$ cat src/waveform_peak_detector_core_macros.svh
// Assertion macros for the waveform peak detector core.
`ifndef WAVEFORM_PEAK_DETECTOR_CORE_MACROS_SVH
`define WAVEFORM_PEAK_DETECTOR_CORE_MACROS_SVH

`ifndef SYNTH

// Antecedent implies consequent in the same cycle, outside reset.
`define WPD_ASSERT_IMPL(lbl, ante, cons) \
  lbl: assert property (@(posedge clk) disable iff (!rst_n) (ante) |-> (cons)) \
    else $error("assertion failed");

// Antecedent implies consequent in the next cycle, outside reset.
`define WPD_ASSERT_NEXT(lbl, ante, cons) \
  lbl: assert property (@(posedge clk) disable iff (!rst_n) (ante) |=> (cons)) \
    else $error("assertion failed");

`else

`define WPD_ASSERT_IMPL(lbl, ante, cons)
`define WPD_ASSERT_NEXT(lbl, ante, cons)

`endif

`endif

$ cat src/wpd_pkg.sv
// Shared constants, types and register codes of the waveform peak detector.
package wpd_pkg;

  localparam int AMP_BITS      = 12;
  localparam int TIME_BITS     = 16;
  localparam int DIFF_BITS     = AMP_BITS + 2;
  localparam int THR_BITS      = 13;
  localparam int SPC_CFG_BITS  = 16;
  localparam int CMP_BITS      = ((DIFF_BITS > THR_BITS + 1) ? DIFF_BITS : THR_BITS + 1) + 1;
  localparam int SPC_BITS      = ((TIME_BITS > SPC_CFG_BITS) ? TIME_BITS : SPC_CFG_BITS) + 2;
  localparam int CFG_IDX_BITS  = 4;
  localparam int CFG_DATA_BITS = 16;

  typedef logic [AMP_BITS-1:0]         amp_t;
  typedef logic [TIME_BITS-1:0]        time_t;
  typedef logic signed [DIFF_BITS-1:0] diff_t;
  typedef logic [THR_BITS-1:0]         thr_t;
  typedef logic [SPC_CFG_BITS-1:0]     spc_t;
  typedef logic [CFG_IDX_BITS-1:0]     cfg_idx_t;
  typedef logic [CFG_DATA_BITS-1:0]    cfg_data_t;
  typedef logic [1:0]                  seen_t;

  localparam cfg_idx_t CFG_FINISH_THRESHOLD = cfg_idx_t'(0);
  localparam cfg_idx_t CFG_MIN_SPACING      = cfg_idx_t'(1);

  localparam thr_t  FINISH_THRESHOLD_RST = thr_t'(2);
  localparam spc_t  MIN_SPACING_RST      = spc_t'(4);
  localparam seen_t WIN_FULL             = seen_t'(2);

  typedef struct packed {
    thr_t finish_threshold;
    spc_t min_spacing;
  } cfg_t;

  typedef struct packed {
    time_t sample_time;
    amp_t  amplitude;
    amp_t  noise_floor;
    logic  last_sample;
  } item_t;

  typedef struct packed {
    logic  peak_found;
    amp_t  peak_amplitude;
    time_t peak_time;
    logic  waveform_done;
  } result_t;

  typedef struct packed {
    amp_t  win_amp0;
    amp_t  win_amp1;
    time_t win_time0;
    time_t win_time1;
    seen_t samples_seen;
    logic  tracking;
    diff_t min_second_diff;
    amp_t  cand_amp;
    time_t cand_time;
    logic  have_prior;
    time_t prior_time;
  } state_t;

endpackage

$ cat src/wpd_ifs.sv
// Channel interfaces: sample input, peak result output and register writes.
interface wpd_in_if;
  logic                 valid;
  logic                 ready;
  wpd_pkg::time_t       sample_time;
  wpd_pkg::amp_t        amplitude;
  wpd_pkg::amp_t        noise_floor;
  logic                 last_sample;
  modport source (output valid, sample_time, amplitude, noise_floor, last_sample,
                  input ready);
  modport sink   (input valid, sample_time, amplitude, noise_floor, last_sample,
                  output ready);
endinterface

interface wpd_out_if;
  logic                 valid;
  logic                 ready;
  logic                 peak_found;
  wpd_pkg::amp_t        peak_amplitude;
  wpd_pkg::time_t       peak_time;
  logic                 waveform_done;
  modport source (output valid, peak_found, peak_amplitude, peak_time, waveform_done,
                  input ready);
  modport sink   (input valid, peak_found, peak_amplitude, peak_time, waveform_done,
                  output ready);
endinterface

interface wpd_cfg_if;
  logic                 valid;
  logic                 ready;
  wpd_pkg::cfg_idx_t    index;
  wpd_pkg::cfg_data_t   data;
  modport source (output valid, index, data, input ready);
  modport sink   (input valid, index, data, output ready);
endinterface

$ cat src/wpd_cfg_regs.sv
// Configuration registers: finish threshold and minimum peak spacing.
module wpd_cfg_regs (
  input  logic               clk,
  input  logic               rst_n,
  input  logic               wr_en,
  input  wpd_pkg::cfg_idx_t  wr_index,
  input  wpd_pkg::cfg_data_t wr_data,
  output wpd_pkg::cfg_t      cfg
);

  wpd_pkg::cfg_t cfg_r;

  always_ff @(posedge clk) begin
    if (!rst_n) begin
      cfg_r.finish_threshold <= wpd_pkg::FINISH_THRESHOLD_RST;
      cfg_r.min_spacing      <= wpd_pkg::MIN_SPACING_RST;
    end else if (wr_en) begin
      case (wr_index)
        wpd_pkg::CFG_FINISH_THRESHOLD: begin
          cfg_r.finish_threshold <= wr_data[wpd_pkg::THR_BITS-1:0];
        end
        wpd_pkg::CFG_MIN_SPACING: begin
          cfg_r.min_spacing <= wr_data[wpd_pkg::SPC_CFG_BITS-1:0];
        end
        default: begin
          // unknown index: write dropped
        end
      endcase
    end
  end

  assign cfg = cfg_r;

endmodule

$ cat src/wpd_step.sv
// One-sample update: second difference, peak tracking and report decision.
module wpd_step (
  input  wpd_pkg::state_t  state,
  input  wpd_pkg::item_t   item,
  input  wpd_pkg::cfg_t    cfg,
  output wpd_pkg::state_t  state_nxt,
  output wpd_pkg::result_t result
);

  localparam int TB  = wpd_pkg::TIME_BITS;
  localparam int CB  = wpd_pkg::CMP_BITS;
  localparam int SB  = wpd_pkg::SPC_BITS;

  wpd_pkg::diff_t        d_raw;
  wpd_pkg::diff_t        d_eff;
  logic [TB:0]           t0_inc;
  logic [TB:0]           t1_inc;
  logic                  gap;
  logic                  full;
  logic signed [CB-1:0]  d_cmp;
  logic signed [CB-1:0]  thr_cmp;
  logic                  fin;
  logic                  neg;
  logic                  replace;
  logic                  track_after;
  logic                  offer;
  logic                  loud;
  logic signed [SB-1:0]  sp_a;
  logic signed [SB-1:0]  sp_b;
  logic signed [SB-1:0]  sp_diff;
  logic signed [SB-1:0]  sp_min;
  logic                  too_close;
  logic                  report;
  wpd_pkg::state_t       upd;

  always_comb begin
    d_raw = wpd_pkg::diff_t'({2'b00, state.win_amp0})
          - wpd_pkg::diff_t'({1'b0, state.win_amp1, 1'b0})
          + wpd_pkg::diff_t'({2'b00, item.amplitude});

    t0_inc = {1'b0, state.win_time0} + {{TB{1'b0}}, 1'b1};
    t1_inc = {1'b0, state.win_time1} + {{TB{1'b0}}, 1'b1};
    gap    = ({1'b0, state.win_time1} != t0_inc) || ({1'b0, item.sample_time} != t1_inc);
    full   = (state.samples_seen == wpd_pkg::WIN_FULL);
    d_eff  = gap ? '0 : d_raw;

    d_cmp   = CB'(d_eff);
    thr_cmp = CB'({1'b0, cfg.finish_threshold});

    fin     = full && state.tracking && !gap && (d_cmp >= thr_cmp);
    neg     = full && !fin && d_eff[wpd_pkg::DIFF_BITS-1];
    replace = neg && ((d_eff < state.min_second_diff) || (state.win_amp1 > state.cand_amp));

    if (fin) begin
      track_after = 1'b0;
    end else if (neg) begin
      track_after = 1'b1;
    end else if (full && gap) begin
      track_after = 1'b0;
    end else begin
      track_after = state.tracking;
    end

    upd                 = state;
    upd.tracking        = track_after;
    if (fin) begin
      upd.min_second_diff = '0;
    end else if (replace) begin
      upd.min_second_diff = d_eff;
      upd.cand_amp        = state.win_amp1;
      upd.cand_time       = state.win_time1;
    end
    upd.win_amp0  = state.win_amp1;
    upd.win_time0 = state.win_time1;
    upd.win_amp1  = item.amplitude;
    upd.win_time1 = item.sample_time;
    if (!full) begin
      upd.samples_seen = state.samples_seen + wpd_pkg::seen_t'(1);
    end

    // at most one offer per sample: a closing peak clears tracking
    offer     = fin || (item.last_sample && track_after);
    loud      = upd.cand_amp > item.noise_floor;
    sp_a      = SB'({1'b0, upd.cand_time});
    sp_b      = SB'({1'b0, state.prior_time});
    sp_diff   = sp_a - sp_b;
    sp_min    = SB'({1'b0, cfg.min_spacing});
    too_close = state.have_prior && (sp_diff < sp_min);
    report    = offer && loud && !too_close;

    if (offer && loud) begin
      upd.have_prior = 1'b1;
      upd.prior_time = upd.cand_time;
    end

    state_nxt = item.last_sample ? '0 : upd;

    result.peak_found     = report;
    result.peak_amplitude = report ? upd.cand_amp : '0;
    result.peak_time      = report ? upd.cand_time : '0;
    result.waveform_done  = item.last_sample;
  end

endmodule

$ cat src/waveform_peak_detector_core.sv
// Top level of the waveform peak detector core.
//
// Usage:
//   in_chan  (sink)   : one sample per transaction: sample_time, amplitude,
//                       noise_floor, last_sample.
//   out_chan (source) : exactly one result transaction per sample, in order:
//                       peak_found, peak_amplitude, peak_time, waveform_done.
//   cfg_chan (sink)   : register writes, index 0 = finish_threshold,
//                       index 1 = min_spacing; other indexes are dropped.
//                       Always ready; write only while the core is idle.
// Path: a sample accepted into the input register passes the state update
//   and its result is registered in the result register, then offered on out_chan.
// Throughput: one sample per cycle while out_chan is not stalled, set by the
//   combinational state update between the input register and the result register.
// Reset (rst_n low, synchronous): both stages empty, detector state zeroed,
//   finish_threshold = 2, min_spacing = 4.
// Stall: while out_chan is held off the result register keeps its
//   transaction; one more sample is taken into the input register, after which
//   in_chan.ready drops until the result is taken.
// After a last_sample transaction detector state returns to reset; registers kept.
`include "waveform_peak_detector_core_macros.svh"

module waveform_peak_detector_core (
  input  logic      clk,
  input  logic      rst_n,
  wpd_in_if.sink    in_chan,
  wpd_out_if.source out_chan,
  wpd_cfg_if.sink   cfg_chan
);

  wpd_pkg::cfg_t    cfg;
  wpd_pkg::item_t   in_r;
  logic             in_valid_r;
  wpd_pkg::state_t  state_r;
  wpd_pkg::state_t  state_nxt;
  wpd_pkg::result_t out_r;
  wpd_pkg::result_t out_nxt;
  logic             out_valid_r;
  logic             advance;
  logic             in_take;

  // register file; writes are registered
  assign cfg_chan.ready = 1'b1;

  wpd_cfg_regs u_cfg (
    .clk      (clk),
    .rst_n    (rst_n),
    .wr_en    (cfg_chan.valid),
    .wr_index (cfg_chan.index),
    .wr_data  (cfg_chan.data),
    .cfg      (cfg)
  );

  // per-sample update, fully combinational between in_r and out_r
  wpd_step u_step (
    .state     (state_r),
    .item      (in_r),
    .cfg       (cfg),
    .state_nxt (state_nxt),
    .result    (out_nxt)
  );

  // input stage moves on when the result register is free or draining
  assign advance       = in_valid_r && (!out_valid_r || out_chan.ready);
  assign in_chan.ready = !in_valid_r || advance;
  assign in_take       = in_chan.valid && in_chan.ready;

  always_ff @(posedge clk) begin
    if (!rst_n) begin
      in_valid_r  <= 1'b0;
      out_valid_r <= 1'b0;
      state_r     <= '0;
    end else begin
      if (in_take) begin
        in_valid_r <= 1'b1;
      end else if (advance) begin
        in_valid_r <= 1'b0;
      end

      if (advance) begin
        out_valid_r <= 1'b1;
        state_r     <= state_nxt;
      end else if (out_chan.ready) begin
        out_valid_r <= 1'b0;
      end
    end
  end

  // payload registers, no reset needed
  always_ff @(posedge clk) begin
    if (in_take) begin
      in_r.sample_time <= in_chan.sample_time;
      in_r.amplitude   <= in_chan.amplitude;
      in_r.noise_floor <= in_chan.noise_floor;
      in_r.last_sample <= in_chan.last_sample;
    end
    if (advance) begin
      out_r <= out_nxt;
    end
  end

  assign out_chan.valid          = out_valid_r;
  assign out_chan.peak_found     = out_r.peak_found;
  assign out_chan.peak_amplitude = out_r.peak_amplitude;
  assign out_chan.peak_time      = out_r.peak_time;
  assign out_chan.waveform_done  = out_r.waveform_done;

  // a full input stage behind a stalled result must hold off the source
  `WPD_ASSERT_IMPL(a_hold_in, in_valid_r && out_valid_r && !out_chan.ready, !in_chan.ready)
  // a result without a peak carries zero amplitude and time
  `WPD_ASSERT_IMPL(a_zero_payload, out_valid_r && !out_r.peak_found,
                   out_r.peak_amplitude == '0 && out_r.peak_time == '0)
  // the last sample of a waveform leaves the detector state cleared
  `WPD_ASSERT_NEXT(a_clear_on_last, advance && in_r.last_sample,
                   state_r.samples_seen == '0 && !state_r.tracking && !state_r.have_prior)

endmodule

$ cat src/flat_wrapper.sv
// flat-port wrapper written by rule: the top's interface ports become plain ports
module waveform_peak_detector_core_flat 
  (clk, rst_n, in_chan_valid, in_chan_sample_time, in_chan_amplitude, in_chan_noise_floor, in_chan_last_sample, in_chan_ready, out_chan_valid, out_chan_peak_found, out_chan_peak_amplitude, out_chan_peak_time, out_chan_waveform_done, out_chan_ready, cfg_chan_valid, cfg_chan_index, cfg_chan_data, cfg_chan_ready);
  wpd_in_if in_chan_i ();
  wpd_out_if out_chan_i ();
  wpd_cfg_if cfg_chan_i ();
  input  logic clk;
  input  logic rst_n;
  input wire logic [$bits(in_chan_i.valid)-1:0] in_chan_valid;
  input wire logic [$bits(in_chan_i.sample_time)-1:0] in_chan_sample_time;
  input wire logic [$bits(in_chan_i.amplitude)-1:0] in_chan_amplitude;
  input wire logic [$bits(in_chan_i.noise_floor)-1:0] in_chan_noise_floor;
  input wire logic [$bits(in_chan_i.last_sample)-1:0] in_chan_last_sample;
  output wire logic [$bits(in_chan_i.ready)-1:0] in_chan_ready;
  output wire logic [$bits(out_chan_i.valid)-1:0] out_chan_valid;
  output wire logic [$bits(out_chan_i.peak_found)-1:0] out_chan_peak_found;
  output wire logic [$bits(out_chan_i.peak_amplitude)-1:0] out_chan_peak_amplitude;
  output wire logic [$bits(out_chan_i.peak_time)-1:0] out_chan_peak_time;
  output wire logic [$bits(out_chan_i.waveform_done)-1:0] out_chan_waveform_done;
  input wire logic [$bits(out_chan_i.ready)-1:0] out_chan_ready;
  input wire logic [$bits(cfg_chan_i.valid)-1:0] cfg_chan_valid;
  input wire logic [$bits(cfg_chan_i.index)-1:0] cfg_chan_index;
  input wire logic [$bits(cfg_chan_i.data)-1:0] cfg_chan_data;
  output wire logic [$bits(cfg_chan_i.ready)-1:0] cfg_chan_ready;
  assign in_chan_i.valid = in_chan_valid;
  assign in_chan_i.sample_time = in_chan_sample_time;
  assign in_chan_i.amplitude = in_chan_amplitude;
  assign in_chan_i.noise_floor = in_chan_noise_floor;
  assign in_chan_i.last_sample = in_chan_last_sample;
  assign in_chan_ready = in_chan_i.ready;
  assign out_chan_valid = out_chan_i.valid;
  assign out_chan_peak_found = out_chan_i.peak_found;
  assign out_chan_peak_amplitude = out_chan_i.peak_amplitude;
  assign out_chan_peak_time = out_chan_i.peak_time;
  assign out_chan_waveform_done = out_chan_i.waveform_done;
  assign out_chan_i.ready = out_chan_ready;
  assign cfg_chan_i.valid = cfg_chan_valid;
  assign cfg_chan_i.index = cfg_chan_index;
  assign cfg_chan_i.data = cfg_chan_data;
  assign cfg_chan_ready = cfg_chan_i.ready;
  waveform_peak_detector_core u_core (.clk(clk), .rst_n(rst_n), .in_chan(in_chan_i), .out_chan(out_chan_i), .cfg_chan(cfg_chan_i));
endmodule
$ cat config.mk
export PLATFORM = sky130hd
export DESIGN_NAME = waveform_peak_detector_core_flat
export DESIGN_NICKNAME = d
export VERILOG_FILES = /design/src/wpd_pkg.sv /design/src/wpd_ifs.sv /design/src/wpd_cfg_regs.sv /design/src/wpd_step.sv /design/src/waveform_peak_detector_core.sv /design/src/flat_wrapper.sv
export VERILOG_INCLUDE_DIRS = /design/src /design/src/src
export SDC_FILE = /design/constraint.sdc
export NUM_CORES = 1
export LEC_CHECK = 0
export BUFFER_PORTS_ARGS = -buffer_cell sky130_fd_sc_hd__buf_2
export CELL_PAD_IN_SITES_DETAIL_PLACEMENT = 0
export CELL_PAD_IN_SITES_GLOBAL_PLACEMENT = 1
export CORE_UTILIZATION = 25
export CTS_BUF_LIST = sky130_fd_sc_hd__clkbuf_4 sky130_fd_sc_hd__clkbuf_8 sky130_fd_sc_hd__clkbuf_16
export CTS_CLUSTER_DIAMETER = 100
export CTS_CLUSTER_SIZE = 28
export DETAILED_ROUTE_END_ITERATION = 6
export HOLD_SLACK_MARGIN = 0.06
export PLACE_DENSITY = 0.48
export SYNTH_ARGS = -nofsm -noshare
export SYNTH_HDL_FRONTEND = slang
export SYNTH_SLANG_ARGS = --single-unit
$ cat constraint.sdc
create_clock -name clk -period 18.6 [get_ports clk]
set_clock_uncertainty 0.05 [all_clocks]
set_input_delay 0.93 -clock clk [delete_from_list [all_inputs] [get_ports clk]]
set_output_delay 0.93 -clock clk [all_outputs]
set_load 0.01 [all_outputs]
== Word-level counts from Yosys, hierarchy flattened ==
Index checks and enable logic that the tools add are counted.
Operators by class
  bitwise gates (word level): 0
  magnitude comparators: 5
  eq/ne operators: 5
  shifts and indexed selects: 0
  reduce and logical (&&, ||, !) cells: 33
  $add $sub $neg: 6
  muxes and demuxes: 14
  divide/modulo/power cells: 0
  multipliers: 0
Operators with widths (number)
  118-bit 2-to-1 mux: 1
  42-bit 2-to-1 mux: 1
  16-bit by 1-bit adder with 17-bit output, second input constant: 2
  16-bit by 17-bit inequality test with 1-bit output: 2
  14-bit 2-to-1 mux: 2
  28-bit 2-to-1 mux: 1
  12-bit greater-than comparator: 2
  17-bit less-than comparator: 1
  17-bit 2-to-1 mux: 1
  16-bit by 16-bit subtractor with 17-bit output: 1
  14-bit by 13-bit adder with 14-bit output: 1
  14-bit greater-or-equal comparator: 1
  14-bit less-than comparator: 1
  12-bit by 13-bit subtractor with 14-bit output: 1
  1-bit logical AND: 13
  2-bit AND reduction: 5
  1-bit 2-to-1 mux: 7
  2-bit nonzero test: 3
  1-bit logical NOT: 5
  1-bit logical OR: 5
  4-bit by 1-bit equality test with 1-bit output, second input constant: 1
  4-bit logical NOT: 1
  3-bit nonzero test: 1
  2-bit by 1-bit adder with 2-bit output, second input constant: 1
  3 further kinds: 3
Word-level totals
  bits of input ports: 66
  bits in writable memories: 0
  bits in registers: 220
  ROM bits: 0
  word-level logic and storage cells: 86
  bits in latches: 0
  output and inout port bits: 33
  memories kept: 0

== Depth between registers and ports, before layout ==
Gate-level depths: netlist of the first run.
  depth after elaboration: 17
  gate-level depth with buffers: 43
  depth with buffers taken out: 38

== Modules after synthesis ==
Synthesis of the first run repeated with hierarchy kept, for this count alone.
Unflattened totals
  cells, all modules: 1655
  area total of the unflattened synthesis: 14436.3 µm²
By module, submodules not included
  waveform_peak_detector_core: cells each 593, seq. area each 4534.3 µm², instances 1, area each 7044.3 µm²
  wpd_step: cells each 944, seq. area each 0.0 µm², instances 1, area each 6264.8 µm²
  wpd_cfg_regs: cells each 118, seq. area each 580.6 µm², instances 1, area each 1127.3 µm²

== Worst setup path after synthesis of the first run ==
No wires, ideal clock.
  path kind: reg-to-reg
  start: register u_core.state_r[63] (netlist name)
  end: register u_core.out_r, in the netlist u_core.out_chan.peak_time[10], data pin
  data required time: 18284 ps
  path buffers: 6
  arrival time: 8170 ps
  setup slack: 10114 ps
  setup time: 266 ps
  cell stages (with the launch flop): 42
  period minus slack after synthesis: 8486 ps
  path through: dfxtp_1 ha_1 nand4_4 nor3_1 mux2_2 and3_1 a2111oi_2 nand4_1 or2_1 clkbuf_1 clkbuf_1 nor2_1 ha_1 a21oi_1 o21ai_0 a2bb2oi_1 or3_1 o2bb2a_1 [... 6 more ...] fa_1 a21o_1 and4_1 or4b_1 a31oi_1 a21oi_1 xor2_1 ha_1 a21o_1 a21oi_1 nor3b_1 o211ai_1 nand2_1 a211oi_1 nand4_1 clkbuf_1 clkbuf_1 nor2b_1
Between the ends
  longest elaborated chain between the ends: 17
  elaborated cells on any way between the ends: 30
  those cells by class: 2 x add/sub; 4 x order compare; 2 x eq/ne; 6 x mux; 16 x reduce/logical
RTL lines
  start, declared: line waveform_peak_detector_core.sv:34  | wpd_pkg::state_t state_r;
  start signal, assigned: line waveform_peak_detector_core.sv:82  | state_r <= state_nxt;
  16-bit by 1-bit adder with 17-bit output: line wpd_step.sv:42  | t1_inc = {1'b0, state.win_time1} + {{TB{1'b0}}, 1'b1};
  16-bit by 17-bit inequality test with 1-bit output: line wpd_step.sv:43  | gap = ({1'b0, state.win_time1} != t0_inc) || ({1'b0, item.sample_time} != t1_inc);
  1-bit logical OR: line wpd_step.sv:43
  14-bit 2-to-1 mux or 1-bit logical NOT (tied branches): line wpd_step.sv:45, wpd_step.sv:50
  14-bit greater-or-equal comparator or 1-bit logical AND (tied branches): line wpd_step.sv:50  | fin = full && state.tracking && !gap && (d_cmp >= thr_cmp);
  1-bit logical AND: line wpd_step.sv:50
  1-bit logical NOT: line wpd_step.sv:51  | neg = full && !fin && d_eff[wpd_pkg::DIFF_BITS-1];
  1-bit logical AND (2 in series): line wpd_step.sv:51
  1-bit logical AND: line wpd_step.sv:52  | replace = neg && ((d_eff < state.min_second_diff) || (state.win_amp1 > state.cand_amp));
  42-bit 2-to-1 mux: line wpd_step.sv:68  | end else if (replace) begin
  28-bit 2-to-1 mux: line wpd_step.sv:66  | if (fin) begin
  16-bit by 16-bit subtractor with 17-bit output: line wpd_step.sv:86  | sp_diff = sp_a - sp_b;
  17-bit less-than comparator: line wpd_step.sv:88  | too_close = state.have_prior && (sp_diff < sp_min);
  1-bit logical AND: line wpd_step.sv:88
  1-bit logical NOT: line wpd_step.sv:89  | report = offer && loud && !too_close;
  1-bit logical AND: line wpd_step.sv:89
  end signal, assigned: line waveform_peak_detector_core.sv:98  | out_r <= out_nxt;
  end, declared: line waveform_peak_detector_core.sv:36  | wpd_pkg::result_t out_r;
Parallel ways exist; a longest one is shown, timed or not. The select of a mux whose other input is x is not followed.
A chain may end at the register's enable or synchronous reset.

== Worst setup path in the final report of the first run ==
  start: register u_core.state_r[62] (netlist name)
  end: register u_core.out_r, in the netlist u_core.out_chan.peak_time[7], data pin
Same word-level chain as after synthesis.

==> results of run 1 <==
flip-flops by register name, indices dropped and copies added, names as in the netlist, 12 cells and up:
register                        flops
u_core.out_chan.peak_amplitude     12
u_core.in_r                        41
u_core.out_chan.peak_time          16
u_core.u_cfg.cfg                   29
u_core.state_r                    118
power breakdown:
part / switching (W) / total [W] / leakage (nW) / internal [W]
logic: 0.0000587 / 0.0000942 / 3.77 / 0.0000355
clock network: 0.000217 / 0.000400 / 0.280 / 0.000183
registers: 0.0000109 / 0.000518 / 1.88 / 0.000507
final cells by class:
| class | instances | area share [%] |
|---|---|---|
| multi-input cells | 900 | 46.5 |
| repair buffers | 110 | 4.08 |
| flip-flops and latches | 220 | 35.8 |
| well taps | 664 | 5.81 |
| clock buffers | 17 | 2.98 |
| inverters | 143 | 3.75 |
| clock inverters | 11 | 1.08 |
per-layer routing:
| metal | up-vias | wire (um) |
|---|---|---|
| met3 | 30 | 1230 |
| met1 | 4410 | 18500 |
| met2 | 159 | 15200 |
| met5 | - | 13 |
| met4 | 2 | 580 |
| li1 | 4799 | - |
logic make-up (layout without fill, tap and decap cells):
| logic type | count (synthesis) | after routing | synth area share, % |
|---|---|---|---|
| flops | 220 | 220 | 40.6 |
| fa+ha+maj | 109 | 109 | 11.5 |
| compound gates | 265 | 265 | 14.4 |
| mux | 58 | 58 | 4.87 |
| other cells | 1 | 1 | 0.0297 |
| simple gates | 407 | 407 | 17.5 |
| buf+inv | 211 | 281 | 6.94 |
| xor+xnor | 60 | 60 | 4.17 |
metrics by stage:
step / power [W] / instances / worst slack [ns] / util [%] / hold WS [ns]
floorplan: 0.000588 / 1331 / 10.11 / - / 0.374
global placement: 0.000626 / 2037 / 8.85 / 27.8 / 0.386
detailed placement: 0.000625 / 2037 / 8.64 / 27.8 / 0.391
CTS: 0.00103 / 2065 / 8.57 / 29.0 / 0.411
global route: 0.00106 / 2065 / 7.86 / 29.0 / 0.443
finish: 0.00101 / 2065 / 8.73 / 29.0 / 0.406
synth_stat cells (20+ instances only):
cell and count:
dfxtp_1 149, inv_1 141, nor2_1 129, ha_1 97, a21oi_1 94, edfxtp_1 71
a22o_1 57, and3_1 52, clkbuf_1 40, nor2b_1 38, nor3_1 37, nand2_1 34
xnor2_1 32, mux2i_1 31, xor2_1 28, nand3_1 22, mux2_1 21, nand4_1 20
worst max-delay path by stage:
stage / start / to / slack [ns] / cells past startpoint
4_1_cts: u_core.state_r[62] / u_core.out_chan.peak_time[7] / 8.57 / 37
6_report: u_core.state_r[62] / u_core.out_chan.peak_time[7] / 8.73 / 36
3_5_place_dp: u_core.state_r[63] / u_core.out_chan.peak_time[7] / 8.64 / 37
5_1_grt: u_core.state_r[62] / u_core.out_chan.peak_time[12] / 7.86 / 38
2_1_floorplan: u_core.state_r[63] / u_core.out_chan.peak_time[10] / 10.11 / 41
3_3_place_gp: u_core.state_r[62] / u_core.out_chan.peak_time[13] / 8.85 / 36
==> impl_results.md, run 1 <==
* Slew Viols, Final at 0
* Post-CTS Resized at 0
* Area of the mapped netlist at about 13000 sq um
* Sequential area share after synthesis at 40.6%
* Max clock buf depth at 3
* Final Hold Vio Count at 0
* Post-layout nets at 1566
* DRT iter0 DRCs at 573
* N_diodes at 0
* Max-cap viol count at 0
* Remaining DRCs at 0
* Slowest cell delay on critical path at 0.61 ns
* Critical path's slowest cell: nand4_1
* Layout cells sized above 1 at between 10% and 20%
* Clock-pin slew on the worst setup and hold paths at 0.11 ns
* Worst vdd ir at approximately 0.066 mV
* Area of the multi-input gates at between 6000 and 7000 sq um
* GRT Residual Overflow at 0
* # IOs at 99
* Slew HR at around 28%
* Largest cells by area after synthesis: dfxtp_1, edfxtp_1, ha_1, inv_1, a22o_1
* Post-DR wirelength/cell at 17.2 um
* Worst flop-to-flop path startpoint: u_core.state_r[62]
* Fin Setup TNS at 0 ns
* Endpoint class of the critical path: register
* Endpoints failing setup at 0
* Die area at 51400 sq um
* Drt total wl at roughly 36000 um
* Fill cell count at between 5000 and 6000
* Worst r2r path cells at 36
* Async SR Flop Fraction at 0%
* FF+latch area at 5110 sq um
* Critical Path RT at 18.94 ns
* R2R Setup Slk at 8.73 ns
* Commonest non-fill, non-tap cell in the layout: dfxtp_1
* Post-Syn Nets at 1506
* Power Dens Cells at 70.8 nW/um^2
* First-pass detailed-route iteration total at 5
* Post-CTS Setup Repair Bufs at 0
* Hold endpoint: u_core.state_r[58]
* Status: finished, final reports clean
* Count of cell types in the netlist at 82
* Cts bufs inserted at 16
* Met2 Use GR at 22.0%
* Worst-path fanout max at 17
* Cell mode on critical path: ha_1
* Clock sink total at 220
* RSZ-0062 raised after global routing: no
* Via density at between 4 and 5
* FMAX at 101 MHz
* Global Route met1 Usage at between 20% and 30%
* Minimum clock period at 9.87 ns
* Worst flop-to-flop path endpoint: u_core.out_chan.peak_time[7]
* Max H-tree Level at 1
* Final period util at 53.1%
* Layout area overhead at 13.4%
* Most frequent cells in the layout: dfxtp_1, inv_1, nor2_1, ha_1, buf_2
* Syn. warnings at 0
* Global-route wire length before repair at 55800 um
* CTS tree: built
* Gr busiest metal: met2
* Number of synthesized flops with an enable pin at 71
* Crit path kind: reg -> reg
* Post-DP HPWL at 25800 um
* Synth Instances at 1331
* Worst slew pin tran at 1.08 ns
* I/O Buffers at 97
* Leak at 5.93 nW
* Clock Latency Late Sink at about 0.54 ns
* Post-DP Area at 13700 sq um
* Worst hold path class: reg -> reg
* Syn_area_per_cell at roughly 9.5 sq um
* Largest net degree at the start of global routing at 88
* Met3 usage at 1.87%
* Horiz. Die Dim at 227 um
* Hold wc startpoint: u_core.state_r[58]
* ANT nets after route at 0
* Antenna violations before repair at 1
* Initial Utilization at 25.6%
* GRT Overall Usage at between 10% and 20%
* Design area at 14300 sq um
* Flop and latch count out of synthesis at 220
* Synth area leader: dfxtp_1
* Critical path arrival at between 10 and 15 ns
* CORE AREA at 49400 sq um
* Hold path cells at 1
* GP Congestion at between 0.7 and 0.8
* FP Rows at 81
* CP Launch Type: register
* Vias in the first global route at 9340
* Synth top area share at about a quarter
* Vias at 9400
* Root Buffer: clkbuf_16
* Die height at 227 um
* Top FF cell, synth: dfxtp_1
* Cts hold-fix bufs at 0
* Delay-heaviest family, CP: simple AND/OR/NAND/NOR gates
* CP Buf/Inv Count at 3
(Power assumes the default switching activity.)
==> run 2: changes to the inputs <==
--- a/config.mk
+++ b/config.mk
@@ -15,7 +15,7 @@
 export CTS_CLUSTER_SIZE = 28
 export DETAILED_ROUTE_END_ITERATION = 6
 export HOLD_SLACK_MARGIN = 0.06
-export PLACE_DENSITY = 0.48
+export PLACE_DENSITY = 0.5
 export SYNTH_ARGS = -nofsm -noshare
 export SYNTH_HDL_FRONTEND = slang
 export SYNTH_SLANG_ARGS = --single-unit
==> constraint.sdc (replaced) <==
create_clock -name clk -period 8.6 [get_ports clk]
set_clock_uncertainty 0.05 [all_clocks]
set_input_delay 0.43 -clock clk [delete_from_list [all_inputs] [get_ports clk]]
set_output_delay 0.43 -clock clk [all_outputs]
set_load 0.01 [all_outputs]
==> run 2 against run 1 <==
  * Clock power is 100% higher
  * Combinational power increased to 2.5 times the previous value
  * Final cell count up 5.4%
  * Power up 110%
  * Worst setup slack lost 8.2 ns
  * Sequential power increased by 110%
  * Maximum frequency is 22% higher
  * Final area up 7.1%
  * Critical path depth rose by 3
  * Largest power group unchanged
==> impl_results.md, run 2 (synthesized netlist as in run 1, its figures left out) <==
* Fill cell count at 5202
* Hold wc startpoint: cfg_chan_data[15]
* Most flops, register: u_core.state_r
* Max H-tree Level at 1
* Final Hold Vio Count at 0
* Critical path's slowest cell: or4b_4
* Worst Setup SP: u_core.state_r[109]
* Slew HR at 28.8%
* Slew Viols, Final at 0
* GP Congestion at 0.812
* Remaining DRCs at 0
* Root Buffer: clkbuf_16
* Layout area overhead at 21.4%
* Worst slew pin tran at 1.07 ns
* Via density at 4.54
* CTS tree: built
* Post-layout nets at 1677
* # IOs at 99
* Cell mode on critical path: ha_1
* Endpoints failing setup at 0
* Design area at 15300 sq um
* CP Launch Type: register
* Leak at 6.49 nW
* Share of the core filled with cells at 31.0%
* DRT iter0 DRCs at 486
* Max reg flops at 118
* Post-DR wirelength/cell at 16.8 um
* Clock-pin slew on the worst setup and hold paths at 0.10 ns
* Vias in the first global route at roughly 10000
* Initial Utilization at between 20 and 30%
* Met3 Routed Length at 1070 um
* Power Dens Cells at 141 nW/um^2
* Cts bufs inserted at 15
* Post-Layout Cell Count at 2176
* Largest net degree at the start of global routing at 88
* I/O Buffers at 97
* Endpoint class of the critical path: register
* Worst flop-to-flop path startpoint: u_core.state_r[109]
* Die area at 51400 sq um
* Metal1 wirelength at between 15000 and 20000 um
* ANT nets after route at 0
* Most frequent cells in the layout: dfxtp_1, inv_1, nor2_1, ha_1, buf_2
* R2R Setup Slk at 0.54 ns
* Fin Setup TNS at 0 ns
* GRT Overall Usage at about 14%
* First-pass detailed-route iteration total at 4
* Max clock buf depth at 3
* Clock Latency Late Sink at ~0.53 ns
* Final period util at between 90 and 100%
* Worst hold path class: in -> reg
* Commonest non-fill, non-tap cell in the layout: dfxtp_1
* Global-route wire length before repair at ~57000 um
* Worst-path fanout max at 7
* Drt total wl at 36600 um
* Minimum clock period at 8.06 ns
* FP Rows at a little over 80
* Clock sink total at 220
* CORE AREA at around 50000 sq um
* Worst vdd ir at 0.114 mV
* Antenna violations before repair at 2
* Status: finished, final reports clean
* Post-DP Area at 14200 sq um
* Max Used Layer: met4
* Horiz. Die Dim at between 200 and 250 um
* Layout cells sized above 1 at between 10% and 20%
* Placed cell count at 2105
* Die height at 227 um
* Max-cap viol count at 0
* Wire length on met2 at between 15000 and 20000 um
* Post-DP HPWL at 26300 um
* Vias at just under 10000
* Critical path arrival at ~8.4 ns
* Hold slack at 0.103 ns
* FMAX at approximately 120 MHz
* Slowest cell delay on critical path at about 0.5 ns
* Crit path kind: reg -> reg
* GRT Residual Overflow at 0
* Critical Path RT at 8.94 ns
-- run 2: worst paths after layout --
path	end	cells after the start
worst min-delay path	u_core.u_cfg.cfg[15]	3
worst max register to register	u_core.out_chan.peak_amplitude[9]	39
worst max-delay path	u_core.out_chan.peak_amplitude[9]	39
worst min register to register	u_core.state_r[58]	1
-- run 2: final cells by class --
class	instances	area, sq um	area share (%)
timing repair buffer	222	1580	10.3
tap	664	831	5.42
sequential	220	5110	33.4
inverter	143	537	3.50
clock inverter	10	143	0.931
clock buffer	15	375	2.45
multi-input combinational	900	6740	44.0
antenna	2	5.00	0.0327
-- run 2: worst max-delay path: cells and delay by family (launching register included) --
kind,cells,cell delay [ns]
adder cells (fa/ha/maj),6,1.96
AO/OA/AOI/OAI,15,2.32
buffers and inverters,5,0.54
flip-flops,1,0.34
XOR/XNOR,2,0.31
multiplexers,1,0.29
AND/OR/NAND/NOR,10,2.14
-- run 2: power by group --
group          total, W  leakage [nW]  internal (W)  switching, W
registers       0.00111          1.88       0.00110     0.0000173
logic          0.000237          4.35     0.0000970      0.000140
clock network  0.000806         0.252      0.000356      0.000450
-- run 2: metrics by stage --
step / total power [W] / worst slack [ns]
after floorplan: 0.00127 / 0.114
after global placement: 0.00136 / 0.277
after detailed placement: 0.00136 / 0.183
after CTS: 0.00220 / 0.162
after global routing: 0.00226 / -0.0144
final: 0.00216 / 0.536
-- run 2: repair_timing --
item	CTS	global route
buffers inserted	0	1
gates resized for setup	0	18
hold buffers	41	0
endpoints found under the hold margin	41	0
setup endpoints to repair	0	29
-- run 2: layer usage --
metal / vias to the layer above / global-route usage [%]
li1: 5030 / -
met1: 4656 / 20.7
met2: 148 / 22.7
met3: 35 / 1.72
met4: 0 / 3.27
met5: - / 0
==> run 3: changes to the inputs <==
--- a/config.mk
+++ b/config.mk
@@ -9,13 +9,14 @@
 export BUFFER_PORTS_ARGS = -buffer_cell sky130_fd_sc_hd__buf_2
 export CELL_PAD_IN_SITES_DETAIL_PLACEMENT = 0
 export CELL_PAD_IN_SITES_GLOBAL_PLACEMENT = 1
-export CORE_UTILIZATION = 25
+export CORE_ASPECT_RATIO = 0.8
+export CORE_UTILIZATION = 43
 export CTS_BUF_LIST = sky130_fd_sc_hd__clkbuf_4 sky130_fd_sc_hd__clkbuf_8 sky130_fd_sc_hd__clkbuf_16
 export CTS_CLUSTER_DIAMETER = 100
 export CTS_CLUSTER_SIZE = 28
 export DETAILED_ROUTE_END_ITERATION = 6
 export HOLD_SLACK_MARGIN = 0.06
-export PLACE_DENSITY = 0.5
+export PLACE_DENSITY = 0.77
 export SYNTH_ARGS = -nofsm -noshare
 export SYNTH_HDL_FRONTEND = slang
 export SYNTH_SLANG_ARGS = --single-unit
==> run 3 against run 2 <==
  * Via count grew 0.68%
  * Largest power group unchanged
  * The flow now finishes with violations (DRC)
  * Critical path depth is the same
  * Sequential share of layout area grew 1.5 points
  * Final cell count shrank 15%
  * Critical endpoint is now u_core.out_chan.peak_time[10]
  * Clock power shrank 14%
  * Sequential power is essentially flat
==> impl_results.md, run 3 (synthesized netlist as in run 1, its figures left out) <==
* Fin Setup TNS at 0 ns
* N_diodes at 0
* # IOs at 99
* Critical path arrival at roughly 8.3 ns
* Clock Latency Late Sink at 0.50 ns
* FF+latch area at 5120 sq um
* Final period util at 94.4%
* Layout area overhead at 16.2%
* CORE AREA at 28600 sq um
* Minimum clock period at 8.12 ns
* Worst-path fanout max at 7
* Drt total wl at 32600 um
* Power Dens Cells at approximately 140 nW/um^2
* Clock sink total at 220
* Slew HR at between 10% and 20%
* Most flops, register: u_core.state_r
* Horiz. Die Dim at 193 um
* Gr busiest metal: met2
* Reg power frac at 54.7%
* Critical Path RT at roughly 8.8 ns
* Worst slew pin tran at approximately 1.2 ns
* Max-cap viol count at 0
* Vias in the first global route at 9389
* FMAX at 123 MHz
* ANT nets after route at 0
* DRT iter0 DRCs at 745
* Status: complete, but fails checks
* Max clock buf depth at 3
* Most frequent cells in the layout: dfxtp_1, inv_1, nor2_1, buf_2, ha_1
* Clock Power Share at roughly a third
* Crit path kind: reg -> reg
* Remaining DRCs at 6
* Internal power at between 0.0015 and 0.002 W
* Met3 usage at 2.51%
* Post-DR wirelength/cell at between 15 and 20 um
* I/O Buffers at just under 100
* Commonest non-fill, non-tap cell in the layout: dfxtp_1
* Endpoint class of the critical path: register
* Antenna violations before repair at 0
* Slew Viols, Final at 0
* Max reg flops at 118
* Hold slack at 0.0840 ns
* Die height at 155 um
* Largest net degree at the start of global routing at 89
* FP Rows at 55
* Global Route met1 Usage at 32.1%
* Sw Ratio at about 26%
* Cts bufs inserted at 12
* Endpoints failing setup at 0
* Via density at 5.38
* CTS tree: built
* Area of the multi-input gates at a little under 7000 sq um
* Clock-pin slew on the worst setup and hold paths at 0.11 ns
* Final Hold Vio Count at 0
* Layout cells sized above 1 at 15.6%
* Failing checks: DRC
* Met2 Use GR at 32.8%
* GRT Residual Overflow at 0
* Max H-tree Level at 1
* First-pass detailed-route iteration total at 7
* GP Congestion at 0.915
* Critical path's slowest cell: or4b_4
* Worst hold path class: in -> reg
* Root Buffer: clkbuf_16
* Post-layout nets at ~1600
* Leak at roughly 6.3 nW
* Slowest cell delay on critical path at 0.52 ns
* Fill cell count at 2607
* Vias at 9936
* Initial Utilization at 44.2%
* Global-route wire length before repair at 51400 um
* Combinational power share at 11.2%
* Worst vdd ir at 0.123 mV
* CP Launch Type: register
* Net Sw Power at 0.000522 W
* GRT Overall Usage at 21.2%
* Die area at 30000 sq um
* Post-DP HPWL at 22900 um
run 3: final timing paths:
kind | from | to | slack (ns) | cells past startpoint
max reg2reg | u_core.in_r[15] | u_core.out_chan.peak_time[10] | 0.48 | 39
min reg2reg | u_core.state_r[47] | u_core.state_r[47] | 0.43 | 1
max | u_core.in_r[15] | u_core.out_chan.peak_time[10] | 0.48 | 39
min | in_chan_sample_time[13] | u_core.in_r[38] | 0.08 | 1
run 3: power groups by stage:
stage               registers (W)  clock network [W]  logic, W
floorplan                 0.00113                  0  0.000138
global placement          0.00114                  0  0.000205
detailed placement        0.00114                  0  0.000207
CTS                       0.00112           0.000717  0.000222
global route              0.00112           0.000756  0.000253
finish                    0.00112           0.000696  0.000227
run 3: final cells by class:
cell class | instances | share of cell area, %
clock inverter | 2 | 0.222
clock buffer | 18 | 2.64
tap | 370 | 3.16
inverter | 143 | 3.66
sequential | 220 | 34.9
multi-input combinational | 900 | 46.0
timing repair buffer | 195 | 9.38
run 3: what timing repair did:
action,CTS,global route
pin swaps,0,4
hold buffers,36,2
endpoints found under the hold margin,36,2
setup endpoints to repair,17,29
buffers inserted,0,4
gates resized for setup,1,27
cloned,0,3
run 3: layer usage:
| layer | routed length (um) | vias up | part of all wire, % |
|---|---|---|---|
| li1 | - | 4965 | - |
| met1 | 16500 | 4700 | 51 |
| met2 | 13900 | 243 | 43 |
| met3 | 1760 | 28 | 5.4 |
| met4 | 411 | 0 | 1.3 |
| met5 | 0 | - | 0 |
run 3: through the flow:
step | utilization, % | worst slack (ns) | area, sq um | total power [W] | instances
after floorplan | - | 0.114 | 12600 | 0.00127 | 1331
after global placement | 47.8 | 0.285 | 13700 | 0.00134 | 1783
after detailed placement | 47.8 | 0.0146 | 13700 | 0.00135 | 1783
after CTS | 50.6 | 0.0540 | 14400 | 0.00206 | 1839
after global routing | 51.3 | -0.0132 | 14700 | 0.00213 | 1848
final | 51.3 | 0.482 | 14700 | 0.00204 | 1848
run 3: worst max-delay path, delay by kind of cell (launching register included):
kind                     cells  cell delay [ns]
AO/OA/AOI/OAI               14             2.31
XOR/XNOR                     2             0.31
buffers and inverters        5             0.54
AND/OR/NAND/NOR             11             2.14
multiplexers                 1             0.28
flip-flops                   1             0.33
adder cells (fa/ha/maj)      6             1.91
